$ cat src/rtl/core/fmq_pkg.sv
// Shared types, constants and pointer helpers for the running-minimum FIFO.
// Used by fmq_front, fmq_back and fifo_with_running_minimum_unit.
`default_nettype none

package fmq_pkg;

    localparam int DEPTH  = 1024;
    localparam int SLOT_W = $clog2(DEPTH);
    localparam int PTR_W  = SLOT_W + 1;
    localparam int DATA_W = 32;
    localparam int CNT_W  = 11;

    localparam logic [1:0] ACT_ENQ   = 2'd0;
    localparam logic [1:0] ACT_DEQ   = 2'd1;
    localparam logic [1:0] ACT_CLEAR = 2'd2;
    localparam logic [1:0] ACT_PEEK  = 2'd3;

    localparam logic [1:0] STAT_OK    = 2'd0;
    localparam logic [1:0] STAT_EMPTY = 2'd1;
    localparam logic [1:0] STAT_FULL  = 2'd2;

    typedef struct packed {
        logic [1:0]               action;
        logic signed [DATA_W-1:0] value;
    } req_t;

    // min deque entry: ring slot plus a copy of its value
    typedef struct packed {
        logic [SLOT_W-1:0]        slot;
        logic signed [DATA_W-1:0] value;
    } dq_entry_t;

    // pointers run modulo 2*DEPTH
    function automatic logic [PTR_W-1:0] ptr_inc(input logic [PTR_W-1:0] p);
        return (p == PTR_W'(2 * DEPTH - 1)) ? '0 : p + PTR_W'(1);
    endfunction

    function automatic logic [PTR_W-1:0] ptr_dec(input logic [PTR_W-1:0] p);
        return (p == '0) ? PTR_W'(2 * DEPTH - 1) : p - PTR_W'(1);
    endfunction

    function automatic logic [SLOT_W-1:0] ptr_slot(input logic [PTR_W-1:0] p);
        logic [PTR_W-1:0] s;
        s = (p >= PTR_W'(DEPTH)) ? p - PTR_W'(DEPTH) : p;
        return s[SLOT_W-1:0];
    endfunction

    function automatic logic [PTR_W-1:0] ptr_dist(input logic [PTR_W-1:0] tail,
                                                  input logic [PTR_W-1:0] head);
        return (tail >= head) ? tail - head : tail + PTR_W'(2 * DEPTH) - head;
    endfunction

endpackage

`default_nettype wire

$ cat src/rtl/core/fmq_front.sv
// Front end: takes requests, decodes them and holds up to two in a small queue.
// Depends on fmq_pkg.
`default_nettype none

module fmq_front (
    input  wire logic                          clk,
    input  wire logic                          rst_n,
    input  wire logic                          in_valid,
    output logic                               in_ready,
    input  wire logic [1:0]                    action,
    input  wire logic signed [fmq_pkg::DATA_W-1:0] value,
    output logic                               req_valid,
    input  wire logic                          req_ready,
    output fmq_pkg::req_t                      req
);

    fmq_pkg::req_t slot_reg [2];
    logic          wr_ptr_reg, wr_ptr_next;
    logic          rd_ptr_reg, rd_ptr_next;
    logic [1:0]    cnt_reg, cnt_next;
    fmq_pkg::req_t dec_req;
    logic          push, pop;

    assign in_ready  = (cnt_reg != 2'd2);
    assign req_valid = (cnt_reg != 2'd0);
    assign req       = slot_reg[rd_ptr_reg];
    assign push      = in_valid && in_ready;
    assign pop       = req_valid && req_ready;

    // value only matters for an enqueue
    always_comb
    begin
        dec_req.action = action;
        dec_req.value  = (action == fmq_pkg::ACT_ENQ) ? value : '0;
    end

    always_comb
    begin
        wr_ptr_next = push ? ~wr_ptr_reg : wr_ptr_reg;
        rd_ptr_next = pop ? ~rd_ptr_reg : rd_ptr_reg;
        cnt_next    = cnt_reg;
        if (push && !pop)
        begin
            cnt_next = cnt_reg + 2'd1;
        end
        else if (pop && !push)
        begin
            cnt_next = cnt_reg - 2'd1;
        end
    end

    always_ff @(posedge clk or negedge rst_n)
    begin
        if (!rst_n)
        begin
            wr_ptr_reg <= 1'b0;
            rd_ptr_reg <= 1'b0;
            cnt_reg    <= 2'd0;
        end
        else
        begin
            wr_ptr_reg <= wr_ptr_next;
            rd_ptr_reg <= rd_ptr_next;
            cnt_reg    <= cnt_next;
        end
    end

    always_ff @(posedge clk)
    begin
        if (push)
        begin
            slot_reg[wr_ptr_reg] <= dec_req;
        end
    end

endmodule

`default_nettype wire

$ cat config.mk
export PLATFORM = sky130hd
export DESIGN_NAME = fmq_front
export DESIGN_NICKNAME = d
export VERILOG_FILES = /design/src/rtl/core/fmq_pkg.sv /design/src/rtl/core/fmq_front.sv
export SDC_FILE = /design/constraint.sdc
export NUM_CORES = 1
export LEC_CHECK = 0
export BUFFER_PORTS_ARGS = -buffer_cell sky130_fd_sc_hd__buf_2
export CORE_MARGIN = 1
export CORE_UTILIZATION = 40
export DETAILED_ROUTE_END_ITERATION = 10
export PLACE_DENSITY_LB_ADDON = 0.25
export SLEW_MARGIN = 20
export SYNTH_ARGS = -nofsm -noshare
export SYNTH_HDL_FRONTEND = slang
export SYNTH_SLANG_ARGS = --single-unit
export TNS_END_PERCENT = 1
$ cat constraint.sdc
create_clock -name clk -period 3.3 [get_ports clk]
set_clock_uncertainty 0.15 [all_clocks]
set_input_delay 0.66 -clock clk [delete_from_list [all_inputs] [get_ports clk]]
set_output_delay 0.66 -clock clk [all_outputs]
set_load 0.005 [all_outputs]
==> summary.md <==
| Metric | Value |
|---|---|
| Status | complete, no violations |
| Final hold slack | 0.3430 ns |
| Clk sinks | 72 |
| Pins over their slew limit | 0 |
| Hold-fix buffers, CTS | 1 |
| Die Wd | slightly below 90 um |
| Port Buffers | between 70 and 80 |
| Clock Path Buffers | 2 |
| H-Tree Depth | 3 |
| Max frequency | between 300 and 400 MHz |
| Initial Util | a little over 40% |
| Synthesized area per cell | around 19 um^2 |
| Crit start category | flip-flop |
| Final min period | about 2.6 ns |
| Critical Path AT | between 1.5 and 2 ns |
| Vias in the first global route | 1536 |
| Die ar. | between 7000 and 8000 um^2 |
| CTS tree | yes |
| Max reg flops | between 60 and 70 |
| Hold Violations, Final | 0 |
| Final period utilization | around 80% |
| R2R depth | 2 |
| Setup TNS | 0 ns |
| Area Overhead vs Synth | 23.26% |
| Gr ovfl total | 0 |
| Pleak | roughly 1.5 nW |
| Fillers | ~670 |
| Post-Synthesis Cell Area | slightly above 3000 um^2 |
| Routed WL | about 5 mm |
| R2R Setup Slk | approximately 1.4 ns |
| Vias per std cell | around 4.5 |
| Reg2reg end | slot_reg[1][0] |
| Post-Syn Instances | 160 |
| Final setup viols | 0 |
| Largest net degree at the start of global routing | 35 |
| Crit-path max cell delay | roughly 0.73 ns |
| Via count | around 1600 |
| Hpwl dp | ~3.2 mm |
| R2R Path Start | cnt_reg[0] |
| CP Class | reg -> out |
| Seq/Total Area, Yosys | a little under three quarters |
| Relative slew slack | 42.88% |
| Worst Hold Class | reg -> reg |
| Cells along the critical path | buf_12, mux2_2, buf_2 |
| CP endpoint kind | output port |
| Die height | ~89 um |
| Antenna violations before repair | 0 |
| Antenna Nets Post-Route | 0 |
| Post-route DRC | 0 |
| Synth Register Bits | slightly above 70 |
| Unique masters post-synth | 17 |
| Total Power | just over 3 mW |
| Hold Crit Depth | 1 |
| CP max FO | 18 |
| Nets | between 200 and 300 |
| Buf+Inv Stages, Crit Path | 2 |
| WP data required | about 2.5 ns |
| HP Start | cnt_reg[1] |
| Min-Delay Endpoint | cnt_reg[1] |
| Top delay family on crit path | flip-flops |
| Initial drt markers | 42 |
| Gr usage total | 13.51% |
| First-pass GRT wire length | ~7.4 mm |
| Synthesis Warnings | 0 |
| Fraction of layout instances using a drive strength above 1 | between 50% and 60% |
| RSZ-0062 raised after global routing | no |
| Syn Nets | ~200 |
| Post-CTS sizing | 0 |
| Clock transition at path regs | roughly 0.070 ns |
| Core area | approximately 7300 um^2 |
| Max-cap violations | 0 |
| Row cnt | 31 |
| Worst-Margin Slew | between 0.8 and 0.9 ns |
| Crit-path slowest cell | dfrtp_2 |
| Wirelength per Cell | approximately 14 um |
| Clk root buf | clkbuf_8 |
| Later-pin clock latency in the skew report | approximately 0.33 ns |
| Pwr/cell area | 832.1 nW/um^2 |
| DR pass1 iterations | 4 |
| RePlAce Congestion | around 0.68 |
| Maximum vdd drop | approximately 0.55 mV |
| TritonCTS buffer count | 9 |
| I/O Pins | 74 |
| Antenna diodes | 0 |
| Setup bufs post-CTS | 0 |
[metal layers]
metal | GRT usage, % | wire [um] | part of all wire, % | vias to the layer above
li1 | - | - | - | 748
met1 | 15.77 | 2248 | 45 | 748
met2 | 21.82 | 2344 | 47 | 54
met3 | 3.638 | 257 | 5.2 | 9
met4 | 9.238 | 107 | 2.2 | 0
met5 | 0 | 0 | 0 | -
[through the flow]
| step | std cells | utilization, % | setup slack, ns | cell area, um^2 |
|---|---|---|---|---|
| floorplan | 160 | - | 0.5385 | 3018 |
| global placement | 329 | 47.67 | 1.019 | 3476 |
| detailed placement | 329 | 47.67 | 1.016 | 3476 |
| CTS | 346 | 51.01 | 0.6334 | 3720 |
| global route | 346 | 51.01 | 0.5944 | 3720 |
| finish | 346 | 51.01 | 0.6732 | 3720 |
[power breakdown]
part / switching, mW / total, mW / leakage, nW / internal, mW
sequential: 0.121 / 1.38 / 0.696 / 1.26
clock: 0.311 / 0.806 / 0.114 / 0.495
combinational: 0.380 / 0.910 / 0.722 / 0.530
[cells by family after synthesis]
family | after synthesis | synth area share (%)
flip-flops | 72 | 70.98
XOR/XNOR | 5 | 1.451
buffers and inverters | 8 | 2.985
multiplexers | 34 | 16.29
adder cells (fa/ha/maj) | 1 | 0.4145
AND/OR/NAND/NOR | 40 | 7.878
[synth_stat cells (all sizes together)]
cell,instances,area [um^2]
inv,1,3.750
mux2,34,491.7
buf,4,71.32
edfxtp,68,2042
ha,1,12.51
xnor2,3,26.28
nand2b,1,6.260
and3,1,6.260
nand2,2,7.510
or2,1,6.260
clkbuf,3,15.01
dfrtp,4,100.1
xor2,2,17.52
nor2,3,11.26
and2,32,200.2
[layout by cell type (no fill, tap or decap), types with 3 or more instances in the layout]
| cell type | count |
|---|---|
| mux2_4 | 29 |
| clkbuf_8 | 9 |
| buf_4 | 3 |
| dfrtp_1 | 3 |
| mux2_2 | 5 |
| edfxtp_1 | 68 |
| buf_2 | 73 |
| and2_1 | 32 |
| bufinv_16 | 3 |
| xnor2_1 | 3 |
[worst max-delay path by stage]
stage / from / end / cells past startpoint
floorplan: in_valid / slot_reg[0][0] / 2
global placement: rd_ptr_reg / req[31] / 3
detailed placement: rd_ptr_reg / req[33] / 3
CTS: rd_ptr_reg / req[33] / 3
global route: rd_ptr_reg / req[31] / 3
finish: rd_ptr_reg / req[33] / 3
[layout make-up]
cell class                 count  area [um^2]  area share [%]
clock buffer                   9        123.9           3.330
clock inverter                 7        110.1           2.960
inverter                       1        3.754          0.1009
multi-input combinational     80        797.0           21.43
sequential                    72         2143           57.62
tap                           99        123.9           3.330
timing repair buffer          78        417.9           11.23
(Power assumes the default switching activity.)
